`src/hdl/mcpg_pkg.sv`:
```
// Shared types and constants for the midpoint circle pixel generator.
package mcpg_pkg;

  localparam int PIX_W    = 14;
  localparam int CHAN_W   = 8;
  localparam int COLOUR_W = 3 * CHAN_W;
  localparam int IN_W     = 12;
  localparam int OCT_W    = 3;
  localparam int Q_CNT_W  = 2;

  typedef enum logic {
    OP_START = 1'b0,
    OP_STEP  = 1'b1
  } mcpg_op_t;

  typedef struct packed {
    logic active;
    logic push;
    logic fin;
  } mcpg_front_stat_t;

  typedef struct packed {
    logic             busy;
    logic [OCT_W-1:0] octant;
  } mcpg_back_stat_t;

endpackage

```
`src/hdl/mcpg_if.sv`:
```
// Channel interfaces: command words in, pixel words out.
interface mcpg_in_if;
  import mcpg_pkg::*;
  logic              valid;
  logic              ready;
  logic              op;
  logic [IN_W-1:0]   center_x;
  logic [IN_W-1:0]   center_y;
  logic [IN_W-1:0]   radius;
  logic [CHAN_W-1:0] red;
  logic [CHAN_W-1:0] green;
  logic [CHAN_W-1:0] blue;

  modport source (output valid, op, center_x, center_y, radius, red, green, blue,
                  input ready);
  modport sink   (input valid, op, center_x, center_y, radius, red, green, blue,
                  output ready);
endinterface

interface mcpg_out_if;
  import mcpg_pkg::*;
  logic                    valid;
  logic                    ready;
  logic signed [PIX_W-1:0] pixel_x;
  logic signed [PIX_W-1:0] pixel_y;
  logic [CHAN_W-1:0]       out_red;
  logic [CHAN_W-1:0]       out_green;
  logic [CHAN_W-1:0]       out_blue;
  logic                    last;
  logic                    done_res;

  modport source (output valid, pixel_x, pixel_y, out_red, out_green, out_blue, last,
                  done_res, input ready);
  modport sink   (input valid, pixel_x, pixel_y, out_red, out_green, out_blue, last,
                  done_res, output ready);
endinterface

```
`src/hdl/midpoint_circle_pixel_generator.sv`:
```
// Top level of the midpoint circle pixel generator.
//
// in_if takes command words. A start word (op = 0) loads center, radius and
// colour and emits nothing. A step word (op = 1) while a circle is running
// queues one job; each job comes out on out_if as eight pixel words in octant
// order, one per cycle while out_if is ready, last set on the eighth,
// done_res set on all eight of the step that closes the circle. A step word
// with no circle running is dropped. Pixel coordinates are signed 14-bit and
// unclipped. The first pixel of a step passes through the queue, the job
// register and the output register. The back end drives one pixel word per
// cycle into it while out_if is ready; step words queue up during a job.
// A two-entry job queue sits between the front and back ends.
// Reset: no circle running, queue and output register empty.
// When out_if stalls, the output register holds its word, the back end halts,
// the queue fills and in_if.ready drops once it holds two jobs.
module midpoint_circle_pixel_generator import mcpg_pkg::*; #(
  parameter int COORD_BITS = 12
) (
  input  logic       clk,
  input  logic       rst_n,
  mcpg_in_if.sink    in_if,
  mcpg_out_if.source out_if
);

  localparam int OW = COORD_BITS + 1;
  localparam int JW = 2 * COORD_BITS + COLOUR_W + 2 * OW + 1;

  logic               q_push, q_ready, q_pop, q_valid;
  logic [JW-1:0]      q_wdata, q_rdata;
  logic [Q_CNT_W-1:0] q_level;
  mcpg_front_stat_t   fr_stat;
  mcpg_back_stat_t    bk_stat;

  mcpg_front #(.COORD_BITS(COORD_BITS)) u_front (
    .clk     (clk),
    .rst_n   (rst_n),
    .in_if   (in_if),
    .q_ready (q_ready),
    .q_push  (q_push),
    .q_data  (q_wdata),
    .stat    (fr_stat)
  );

  mcpg_queue #(.W(JW)) u_queue (
    .clk        (clk),
    .rst_n      (rst_n),
    .push       (q_push),
    .push_data  (q_wdata),
    .push_ready (q_ready),
    .pop        (q_pop),
    .pop_valid  (q_valid),
    .pop_data   (q_rdata),
    .level      (q_level)
  );

  mcpg_back #(.COORD_BITS(COORD_BITS)) u_back (
    .clk     (clk),
    .rst_n   (rst_n),
    .q_valid (q_valid),
    .q_data  (q_rdata),
    .q_pop   (q_pop),
    .out_if  (out_if),
    .stat    (bk_stat)
  );

  a_q_level: assert property (@(posedge clk) disable iff (!rst_n)
    q_level <= Q_CNT_W'(2))
    else $error("job queue overfilled");

  a_last_wrap: assert property (@(posedge clk) disable iff (!rst_n)
    out_if.valid && out_if.last |-> bk_stat.octant == '0)
    else $error("octant counter out of step with last pixel");

  a_idle_on_fin: assert property (@(posedge clk) disable iff (!rst_n)
    $fell(fr_stat.active) |-> $past(fr_stat.push && fr_stat.fin))
    else $error("circle ended without a final step");

  a_busy_when_out: assert property (@(posedge clk) disable iff (!rst_n)
    $rose(out_if.valid) |-> $past(bk_stat.busy))
    else $error("pixel word without a job");

endmodule

```
`src/hdl/mcpg_front.sv`:
```
// Front end: takes command words, holds circle state, queues one job per step.
module mcpg_front import mcpg_pkg::*; #(
  parameter int COORD_BITS = 12,
  localparam int OW = COORD_BITS + 1,
  localparam int EW = COORD_BITS + 3,
  localparam int JW = 2 * COORD_BITS + COLOUR_W + 2 * OW + 1
) (
  input  logic             clk,
  input  logic             rst_n,
  mcpg_in_if.sink          in_if,
  input  logic             q_ready,
  output logic             q_push,
  output logic [JW-1:0]    q_data,
  output mcpg_front_stat_t stat
);

  logic                   active_r;
  logic [COORD_BITS-1:0]  ox_r, oy_r;
  logic [COLOUR_W-1:0]    colour_r;
  logic signed [OW-1:0]   x_r, y_r;
  logic signed [EW-1:0]   e_r;

  logic                   accept, is_start;
  logic [COORD_BITS+IN_W-1:0] cx_ext, cy_ext, r_ext;
  logic signed [EW-1:0]   xe, ye, e1, e_nxt;
  logic signed [OW-1:0]   y_nxt, x_nxt;
  logic                   e_le0, e1_gt0, fin;

  assign in_if.ready = q_ready;
  assign accept      = in_if.valid && in_if.ready;
  assign is_start    = mcpg_op_t'(in_if.op) == OP_START;
  assign q_push      = accept && !is_start && active_r;

  // inputs taken modulo 2^COORD_BITS
  assign cx_ext = {{COORD_BITS{1'b0}}, in_if.center_x};
  assign cy_ext = {{COORD_BITS{1'b0}}, in_if.center_y};
  assign r_ext  = {{COORD_BITS{1'b0}}, in_if.radius};

  // midpoint update: bump y if e <= 0, then pull x in if the new e > 0
  always_comb begin
    xe     = {{(EW-OW){x_r[OW-1]}}, x_r};
    ye     = {{(EW-OW){y_r[OW-1]}}, y_r};
    e_le0  = e_r[EW-1] || (e_r == '0);
    y_nxt  = e_le0 ? y_r + OW'(1) : y_r;
    e1     = e_le0 ? e_r + (ye <<< 1) + EW'(3) : e_r;
    e1_gt0 = !e1[EW-1] && (e1 != '0);
    x_nxt  = e1_gt0 ? x_r - OW'(1) : x_r;
    e_nxt  = e1_gt0 ? e1 - ((xe <<< 1) - EW'(1)) : e1;
    fin    = x_nxt < y_nxt;
  end

  assign q_data = {ox_r, oy_r, colour_r, x_r, y_r, fin};

  always_ff @(posedge clk) begin
    if (!rst_n) begin
      active_r <= 1'b0;
    end else if (accept && is_start) begin
      active_r <= 1'b1;
    end else if (q_push && fin) begin
      active_r <= 1'b0;
    end
  end

  always_ff @(posedge clk) begin
    if (accept && is_start) begin
      ox_r     <= cx_ext[COORD_BITS-1:0];
      oy_r     <= cy_ext[COORD_BITS-1:0];
      x_r      <= {1'b0, r_ext[COORD_BITS-1:0]};
      y_r      <= '0;
      e_r      <= '0;
      colour_r <= {in_if.red, in_if.green, in_if.blue};
    end else if (q_push) begin
      x_r <= x_nxt;
      y_r <= y_nxt;
      e_r <= e_nxt;
    end
  end

  assign stat = '{active: active_r, push: q_push, fin: fin};

endmodule

```
`src/hdl/mcpg_queue.sv`:
```
// Two-entry job queue between front and back end.
module mcpg_queue import mcpg_pkg::*; #(
  parameter int W = 8
) (
  input  logic               clk,
  input  logic               rst_n,
  input  logic               push,
  input  logic [W-1:0]       push_data,
  output logic               push_ready,
  input  logic               pop,
  output logic               pop_valid,
  output logic [W-1:0]       pop_data,
  output logic [Q_CNT_W-1:0] level
);

  logic [W-1:0]       mem_r [2];
  logic               wr_ptr_r, rd_ptr_r;
  logic [Q_CNT_W-1:0] cnt_r, cnt_nxt;
  logic               do_push, do_pop;

  assign push_ready = cnt_r != Q_CNT_W'(2);
  assign pop_valid  = cnt_r != '0;
  assign pop_data   = mem_r[rd_ptr_r];
  assign level      = cnt_r;
  assign do_push    = push && push_ready;
  assign do_pop     = pop && pop_valid;

  always_comb begin
    cnt_nxt = cnt_r;
    if (do_push && !do_pop) cnt_nxt = cnt_r + Q_CNT_W'(1);
    else if (!do_push && do_pop) cnt_nxt = cnt_r - Q_CNT_W'(1);
  end

  always_ff @(posedge clk) begin
    if (!rst_n) begin
      wr_ptr_r <= 1'b0;
      rd_ptr_r <= 1'b0;
      cnt_r    <= '0;
    end else begin
      if (do_push) wr_ptr_r <= !wr_ptr_r;
      if (do_pop) rd_ptr_r <= !rd_ptr_r;
      cnt_r <= cnt_nxt;
    end
  end

  always_ff @(posedge clk) begin
    if (do_push) mem_r[wr_ptr_r] <= push_data;
  end

endmodule

```
`src/hdl/mcpg_back.sv`:
```
// Back end: expands one queued job into eight octant pixel words.
module mcpg_back import mcpg_pkg::*; #(
  parameter int COORD_BITS = 12,
  localparam int OW = COORD_BITS + 1,
  localparam int JW = 2 * COORD_BITS + COLOUR_W + 2 * OW + 1,
  localparam int SW = (COORD_BITS + 2 > PIX_W) ? COORD_BITS + 2 : PIX_W
) (
  input  logic            clk,
  input  logic            rst_n,
  input  logic            q_valid,
  input  logic [JW-1:0]   q_data,
  output logic            q_pop,
  mcpg_out_if.source      out_if,
  output mcpg_back_stat_t stat
);

  localparam int FIN_B = 0;
  localparam int Y_LO  = 1;
  localparam int X_LO  = Y_LO + OW;
  localparam int C_LO  = X_LO + OW;
  localparam int OY_LO = C_LO + COLOUR_W;
  localparam int OX_LO = OY_LO + COORD_BITS;

  logic [JW-1:0]           job_r;
  logic                    job_vld_r;
  logic [OCT_W-1:0]        k_r;
  logic                    out_vld_r;
  logic signed [PIX_W-1:0] px_r, py_r, px_nxt, py_nxt;
  logic [COLOUR_W-1:0]     colour_r;
  logic                    last_r, done_r;

  logic                    adv, k_end;
  logic signed [OW-1:0]    jx, jy, a, b;
  logic signed [SW-1:0]    ae, be, ox_e, oy_e, sx, sy;
  logic                    swap, neg_x, neg_y;

  assign jx    = job_r[X_LO +: OW];
  assign jy    = job_r[Y_LO +: OW];
  assign k_end = &k_r;
  assign adv   = job_vld_r && (!out_vld_r || out_if.ready);
  assign q_pop = q_valid && (!job_vld_r || (adv && k_end));

  // octant k: swap x/y on 1,2,5,6; negate column on 2..5; negate row on 4..7
  always_comb begin
    swap  = k_r[1] ^ k_r[0];
    neg_x = k_r[2] ^ k_r[1];
    neg_y = k_r[2];
    a     = swap ? jy : jx;
    b     = swap ? jx : jy;
    ae    = {{(SW-OW){a[OW-1]}}, a};
    be    = {{(SW-OW){b[OW-1]}}, b};
    ox_e  = {{(SW-COORD_BITS){1'b0}}, job_r[OX_LO +: COORD_BITS]};
    oy_e  = {{(SW-COORD_BITS){1'b0}}, job_r[OY_LO +: COORD_BITS]};
    sx    = ox_e + (neg_x ? -ae : ae);
    sy    = oy_e + (neg_y ? -be : be);
    px_nxt = sx[PIX_W-1:0];
    py_nxt = sy[PIX_W-1:0];
  end

  always_ff @(posedge clk) begin
    if (!rst_n) begin
      job_vld_r <= 1'b0;
      k_r       <= '0;
      out_vld_r <= 1'b0;
    end else begin
      if (q_pop) job_vld_r <= 1'b1;
      else if (adv && k_end) job_vld_r <= 1'b0;
      if (adv) k_r <= k_r + OCT_W'(1);
      if (adv) out_vld_r <= 1'b1;
      else if (out_if.ready) out_vld_r <= 1'b0;
    end
  end

  always_ff @(posedge clk) begin
    if (q_pop) job_r <= q_data;
    if (adv) begin
      px_r     <= px_nxt;
      py_r     <= py_nxt;
      colour_r <= job_r[C_LO +: COLOUR_W];
      last_r   <= k_end;
      done_r   <= job_r[FIN_B];
    end
  end

  assign out_if.valid     = out_vld_r;
  assign out_if.pixel_x   = px_r;
  assign out_if.pixel_y   = py_r;
  assign out_if.out_red   = colour_r[2*CHAN_W +: CHAN_W];
  assign out_if.out_green = colour_r[CHAN_W +: CHAN_W];
  assign out_if.out_blue  = colour_r[0 +: CHAN_W];
  assign out_if.last      = last_r;
  assign out_if.done_res  = done_r;

  assign stat = '{busy: job_vld_r, octant: k_r};

endmodule
```
`src/flat_wrapper.sv`:
```
// flat-port wrapper written by rule: the top's interface ports become plain ports
module midpoint_circle_pixel_generator_flat import mcpg_pkg::*;
#(
  parameter int COORD_BITS = 12
)
  (clk, rst_n, in_if_valid, in_if_op, in_if_center_x, in_if_center_y, in_if_radius, in_if_red, in_if_green, in_if_blue, in_if_ready, out_if_valid, out_if_pixel_x, out_if_pixel_y, out_if_out_red, out_if_out_green, out_if_out_blue, out_if_last, out_if_done_res, out_if_ready);
  mcpg_in_if in_if_i ();
  mcpg_out_if out_if_i ();
  input  logic clk;
  input  logic rst_n;
  input wire logic [$bits(in_if_i.valid)-1:0] in_if_valid;
  input wire logic [$bits(in_if_i.op)-1:0] in_if_op;
  input wire logic [$bits(in_if_i.center_x)-1:0] in_if_center_x;
  input wire logic [$bits(in_if_i.center_y)-1:0] in_if_center_y;
  input wire logic [$bits(in_if_i.radius)-1:0] in_if_radius;
  input wire logic [$bits(in_if_i.red)-1:0] in_if_red;
  input wire logic [$bits(in_if_i.green)-1:0] in_if_green;
  input wire logic [$bits(in_if_i.blue)-1:0] in_if_blue;
  output wire logic [$bits(in_if_i.ready)-1:0] in_if_ready;
  output wire logic [$bits(out_if_i.valid)-1:0] out_if_valid;
  output wire logic [$bits(out_if_i.pixel_x)-1:0] out_if_pixel_x;
  output wire logic [$bits(out_if_i.pixel_y)-1:0] out_if_pixel_y;
  output wire logic [$bits(out_if_i.out_red)-1:0] out_if_out_red;
  output wire logic [$bits(out_if_i.out_green)-1:0] out_if_out_green;
  output wire logic [$bits(out_if_i.out_blue)-1:0] out_if_out_blue;
  output wire logic [$bits(out_if_i.last)-1:0] out_if_last;
  output wire logic [$bits(out_if_i.done_res)-1:0] out_if_done_res;
  input wire logic [$bits(out_if_i.ready)-1:0] out_if_ready;
  assign in_if_i.valid = in_if_valid;
  assign in_if_i.op = in_if_op;
  assign in_if_i.center_x = in_if_center_x;
  assign in_if_i.center_y = in_if_center_y;
  assign in_if_i.radius = in_if_radius;
  assign in_if_i.red = in_if_red;
  assign in_if_i.green = in_if_green;
  assign in_if_i.blue = in_if_blue;
  assign in_if_ready = in_if_i.ready;
  assign out_if_valid = out_if_i.valid;
  assign out_if_pixel_x = out_if_i.pixel_x;
  assign out_if_pixel_y = out_if_i.pixel_y;
  assign out_if_out_red = out_if_i.out_red;
  assign out_if_out_green = out_if_i.out_green;
  assign out_if_out_blue = out_if_i.out_blue;
  assign out_if_last = out_if_i.last;
  assign out_if_done_res = out_if_i.done_res;
  assign out_if_i.ready = out_if_ready;
  midpoint_circle_pixel_generator #(.COORD_BITS(COORD_BITS)) u_core (.clk(clk), .rst_n(rst_n), .in_if(in_if_i), .out_if(out_if_i));
endmodule
```
`config.mk`:
```
export PLATFORM = sky130hd
export DESIGN_NAME = midpoint_circle_pixel_generator_flat
export DESIGN_NICKNAME = d
export VERILOG_FILES = /design/src/hdl/mcpg_pkg.sv /design/src/hdl/mcpg_if.sv /design/src/hdl/midpoint_circle_pixel_generator.sv /design/src/hdl/mcpg_front.sv /design/src/hdl/mcpg_queue.sv /design/src/hdl/mcpg_back.sv /design/src/flat_wrapper.sv
export SDC_FILE = /design/constraint.sdc
export NUM_CORES = 1
export LEC_CHECK = 0
export ABC_AREA = 1
export BUFFER_PORTS_ARGS = -buffer_cell sky130_fd_sc_hd__buf_4
export CORE_MARGIN = 5
export CORE_UTILIZATION = 61
export DETAILED_ROUTE_END_ITERATION = 10
export HOLD_SLACK_MARGIN = 0.12
export PLACE_DENSITY_LB_ADDON = 0.05
export SETUP_SLACK_MARGIN = 0.2
export SYNTH_ARGS = -nofsm -noshare
export SYNTH_HDL_FRONTEND = slang
export SYNTH_HIERARCHICAL = 1
export SYNTH_SLANG_ARGS = --single-unit
export TNS_END_PERCENT = 30
```
`constraint.sdc`:
```
create_clock -name clk -period 10.3 [get_ports clk]
set_clock_uncertainty 0.1 [all_clocks]
set_input_delay 2.06 -clock clk [delete_from_list [all_inputs] [get_ports clk]]
set_output_delay 2.06 -clock clk [all_outputs]
set_load 0.1 [all_outputs]
```
; ---- Yosys cells after proc, flatten, opt, wreduce, memory -nomap -nowiden
; Memories as Yosys holds them, arrays and structs flattened. A register that Yosys moved wholly into a read port is not among the register bits.
; Index checks and enable logic that the tools add are counted.
[classes]
eq_ne = 1
magnitude_cmp = 1
bitwise_logic = 3
addsub = 13
reduce_logical = 32
muxes = 20
[op_table]
columns = op, count
row1 = $mux W13, 4
row2 = $mux W15, 2
row3 = $add A13 B14 Y14, 2
row4 = $mux W14, 2
row5 = $neg A13 Y14, 2
row6 = $mux W12, 2
row7 = $add A15 B14 Y15, 1
row8 = $add A15 B3 Y15 const B, 1
row9 = $logic_not A15 Y1, 1
row10 = $reduce_bool A15 Y1, 1
row11 = $sub A14 B2 Y15 const B, 1
row12 = $sub A15 B15 Y15, 1
row13 = $add A13 B2 Y13 const B, 1
row14 = $logic_and A1 B1 Y1, 13
row15 = $lt A13 B13 Y1, 1
row16 = $sub A13 B2 Y13 const B, 1
row17 = $reduce_bool A2 Y1, 6
row18 = $mux W1, 8
row19 = $logic_not A1 Y1, 7
row20 = $mux W2, 2
row21 = $add A3 B1 Y3 const B, 1
row22 = $logic_or A1 B1 Y1, 3
row23 = $reduce_and A3 Y1, 1
row24 = $add A2 B1 Y2 const B, 1
row25 = 4 further kinds, 5
[totals]
in_bits = 65
output_inout_bits = 56
mem_count = 1
wordCells = 90
register_bits = 153
ram_bits = 150
[mem_list]
columns = name, depth, width, read_ports, rd_clocked_by_memory_dff, write_ports, line_no
row1 = u_core.u_queue.mem_r, 2, 75, 1, 1, 1, mcpg_queue.sv:16  ; logic [W-1:0] mem_r [2];

; ---- Logic depth before layout (Yosys ltp)
[depth]
depth_word = 10
depth_mapped = 35
depth_no_buf = 35

; ---- Hierarchy
; Netlist, hierarchy kept.
[modules_own_cells]
columns = mod, area_per_inst_um2, seq_area_each_um2, instances, cells_each
row1 = mcpg_back, 6537.5, 3973.8, 1, 580
row2 = mcpg_front, 5997.0, 2402.3, 1, 709
row3 = mcpg_queue, 5854.4, 4604.4, 1, 270

; ---- Least setup slack after synthesis
; OpenSTA, ideal clock, no wires.
[synth_timing]
path_kind = input port to flip-flop
startpoint = input port out_if_ready
endpoint = register u_core.u_queue.cnt_r[1] (netlist: u_core/u_queue/level[1])
arrival_ps = 6439
required_time_ps = 10136
path_slack_ps = 3697
stages = 12
n_path_buf = 0
setup_time_ps = 64
path_cell_list = inv_1 > nand2_1 > a21oi_1 > nor2_1 > o21a_1 > inv_1 > ha_1 > inv_1 > nand3_1 > nand2_1 > inv_1 > nor2_1
[synth_via]
elab_chain_cells = 9
elab_cells_between_ends = 11
cone_classes = 1 x mux / 10 x reduce/logical
[synth_rtl]
columns = element, line_no
row1 = start: declaration, flat_wrapper.sv:28  ; input wire logic [$bits(out_if_i.ready)-1:0] out_if_ready;
row2 = $logic_or A1 B1 Y1 *, mcpg_back.sv:40  ; assign adv = job_vld_r && (!out_vld_r || out_if.ready);
row3 = $logic_and A1 B1 Y1 *, mcpg_back.sv:40
row4 = $logic_and A1 B1 Y1 *, mcpg_back.sv:41  ; assign q_pop = q_valid && (!job_vld_r || (adv && k_end));
row5 = $logic_or A1 B1 Y1 *, mcpg_back.sv:41
row6 = $logic_and A1 B1 Y1 *, mcpg_back.sv:41
row7 = named net u_core.q_pop, midpoint_circle_pixel_generator.sv:28  ; logic q_push, q_ready, q_pop, q_valid;
row8 = $logic_and A1 B1 Y1 *, mcpg_queue.sv:26  ; assign do_pop = pop && pop_valid;
row9 = $logic_not A1 Y1, mcpg_queue.sv:30  ; if (do_push && !do_pop) cnt_nxt = cnt_r + Q_CNT_W'(1);
row10 = $logic_and A1 B1 Y1, mcpg_queue.sv:30
row11 = $mux W2 or $reduce_bool A2 Y1 (tied branches), -
row12 = end signal: assignment, mcpg_queue.sv:42  ; cnt_r <= cnt_nxt;
row13 = end: declaration, mcpg_queue.sv:18  ; logic [Q_CNT_W-1:0] cnt_r, cnt_nxt;
; The timed path passes the listed nets; every way through them passes the cells marked *.
; A chain may end at the register's enable or synchronous reset.

; ---- Final worst setup path
[layout_timing]
startpoint = register u_core.u_front.y_r[0]
endpoint = memory u_core/u_queue/mem_r[1][0] in the netlist's numbering (data pin)
[layout_via]
elab_chain_cells = 7
elab_cells_between_ends = 10
cone_classes = 3 x add/sub / 1 x order compare / 3 x mux / 3 x reduce/logical
[layout_rtl]
columns = element, line_no
row1 = start: declaration, mcpg_front.sv:20  ; logic signed [OW-1:0] x_r, y_r;
row2 = start signal: assignment, mcpg_front.sv:74  ; y_r <= y_nxt;
row3 = $add A15 B14 Y15, mcpg_front.sv:45  ; e1 = e_le0 ? e_r + (ye <<< 1) + EW'(3) : e_r;
row4 = $add A15 B3 Y15, mcpg_front.sv:45
row5 = $mux W15, mcpg_front.sv:45
row6 = $reduce_bool A15 Y1 or $logic_not A1 Y1 (tied branches), mcpg_front.sv:46  ; e1_gt0 = !e1[EW-1] && (e1 != '0);
row7 = $logic_and A1 B1 Y1, mcpg_front.sv:46
row8 = $mux W13, mcpg_front.sv:47  ; x_nxt = e1_gt0 ? x_r - OW'(1) : x_r;
row9 = $lt A13 B13 Y1 *, mcpg_front.sv:49  ; fin = x_nxt < y_nxt;
row10 = named net u_core.q_wdata[0], midpoint_circle_pixel_generator.sv:29  ; logic [JW-1:0] q_wdata, q_rdata;
row11 = end: declaration, mcpg_queue.sv:16
; Marks and branches as above.

==> flow_summary.toml <==
[outcome]
outcome = "finished clean"

[route]
drtAntennaViolNets = 0
vias = 11230
firstDrtPassIters = 5
wire_per_inst_um = 16.94
route.detailed.drc = 0
drt-initial-drc-count = 803
drt_wl_total_um = 35740
vias_per_cell = 5.322

[floorplanning]
coreArea_um2 = 29720
fp-row-count = 63
die_x_um = 183.5
die_h_um = 183.5
io_pins = 121
start_util_pct = 61.78
dieArea_um2 = 33670

[sta]
rsz0062_at_grt = "false"
fin_setup_tns_ps = 0
max_freq_mhz = 195.6
drv_slew = 0
relSlewSlack_pct = 26.24
setup_viol = 0
finalCriticalPeriod_ps = 5113
period_share_pct = 49.64
hold_viol = 0
worst_pin_slew_ps = 1106

[global_route]
grt.total_usage_pct = 21.36
grt_first_pass_wirelength_um = 57390
grt_start_max_net_pins = 76
grt_pass1_vias = 11149
grt-ovfl-total = 0
antenna_found_initial = 0

[pwr]
ir_drop_v = 0.0004519
leakagePower_nw = 8.503
power.density_nw_per_um2 = 246.2

[clocking]
postCtsResizedCells = 0
clock_path_buffers = 3
tritoncts = "yes"
cts_buffers = 40
cts.htree.levels = 2
hold_buffers = 0
clkLatencyLatePin_ps = 540
clk_pin_slew_ps = 50
cts_root_buffer = "clkbuf_16"
clock_sinks = 379
postCtsSetupBuffers = 0

[setup_path]
path_buf_inv = 3
path_class = "reg -> reg"
cpMostUsedCell = "nand2_1"
cp-start-kind = "flip-flop"
cp_slowest_cell = "dfxtp_1"
critPathTopFamily = "simple AND/OR/NAND/NOR gates"
cp.required_ps = 10460
path_depth = 31
cp.arrival_ps = 5270
max_stage_delay_ps = 510
end_kind = "flip-flop"
r2r_cells = 31
critPathMaxFanout = 21

[final_layout]
diodes = 0
final_nets = 1859
drive_above_1_share_pct = 20.41
stdcell_area_um2 = 20800
fin_cells = 2110
area_growth_pct = 13.30

[placement]
gp_congestion = 0.9018
place_area_um2 = 19580
hpwl_um = 25150
port_buffers = 120
dp_cells = 2040

[synthesis]
syn_nets = 1722
avgSynthCellArea_um2 = 11.81
ys_warn_count = 6
syn_area_um2 = 18360
synthCells = 1555

[run]
drv_cap = 0

[worst_hold_path]
min_delay_path_depth = 0
hold_path.class = "reg -> reg"
-- worst reg2reg max path, delay by kind of cell, from the launching register on --
| kind | cells | cell delay, ps |
|---|---|---|
| AND/OR/NAND/NOR | 20 | 2230 |
| XOR/XNOR | 1 | 160 |
| buffers and inverters | 3 | 210 |
| flip-flops | 1 | 510 |
| adder cells (fa/ha/maj) | 4 | 1210 |
| AO/OA/AOI/OAI | 3 | 430 |
-- layout by cell type, fill, tap and decap left out, drive strengths merged, types with 48 or more instances in the layout --
cell type  instances
nand2            338
nand3             77
a21oi             71
edfxtp           339
inv              186
nor2              92
clkbuf            48
ha                98
buf              128
xor2              54
o21ai             61
mux2              75
-- cell type report --
| class | count | area, um2 |
|---|---|---|
| Tap cell | 390 | 488.0 |
| Timing Repair Buffer | 128 | 960.9 |
| Inverter | 185 | 701.9 |
| Clock inverter | 22 | 190.2 |
| Sequential cell | 379 | 10980 |
| Multi-Input combinational cell | 958 | 6444 |
| Fill cell | 2128 | 8917 |
| Clock buffer | 48 | 1031 |
-- registers in the layout, indices dropped and copies added (netlist names), 14 cells and up, named ones only --
register,count
u_core/u_front/e_r,15
u_core/u_back/colour_r,24
u_core/u_front/colour_r,24
u_core/u_back/job_r,75
u_core/u_back/out_if.pixel_x,14
u_core/u_queue/mem_r,150
u_core/u_back/out_if.pixel_y,14
-- final timing paths --
kind                                                         start                              endpoint  slack [ps]
worst min-delay path             u_core/u_back/job_r[46]$_DFFE_PP_  u_core/u_back/colour_r[19]$_DFFE_PP_         320
worst max register to register  u_core/u_front/y_r[0]$_SDFFE_PP0P_  u_core/u_queue/mem_r[1][0]$_DFFE_PP_        5190
worst min register to register   u_core/u_back/job_r[46]$_DFFE_PP_  u_core/u_back/colour_r[19]$_DFFE_PP_         320
worst max-delay path            u_core/u_front/y_r[0]$_SDFFE_PP0P_  u_core/u_queue/mem_r[1][0]$_DFFE_PP_        5190
-- stage by stage --
step / hold slack (ps) / setup slack (ps) / util, % / power [mW]
after CTS: 318.2 / 5315 / 69.99 / 5.156
after global placement: 302.2 / 5366 / 65.88 / 3.791
final: 317.4 / 5187 / 69.99 / 5.121
after floorplan: 300.3 / 3697 / - / 3.482
after detailed placement: 304.5 / 5299 / 65.88 / 3.817
after global routing: 325.7 / 4812 / 69.99 / 5.479
-- layer usage --
| layer | part of all wire [%] | GRT usage, % | up-vias |
|---|---|---|---|
| li1 | - | - | 5618 |
| met1 | 42 | 29.03 | 5237 |
| met2 | 50 | 36.05 | 312 |
| met3 | 5.7 | 3.482 | 63 |
| met4 | 2.4 | 5.959 | 0 |
| met5 | 0 | 0 | - |
-- where the power goes --
group / switching [mW] / total [mW] / internal (mW)
clock network: 0.571 / 1.32 / 0.748
registers: 0.0678 / 1.88 / 1.81
logic: 1.26 / 1.93 / 0.663
No activity file was read; power rests on OpenSTA's default activity.
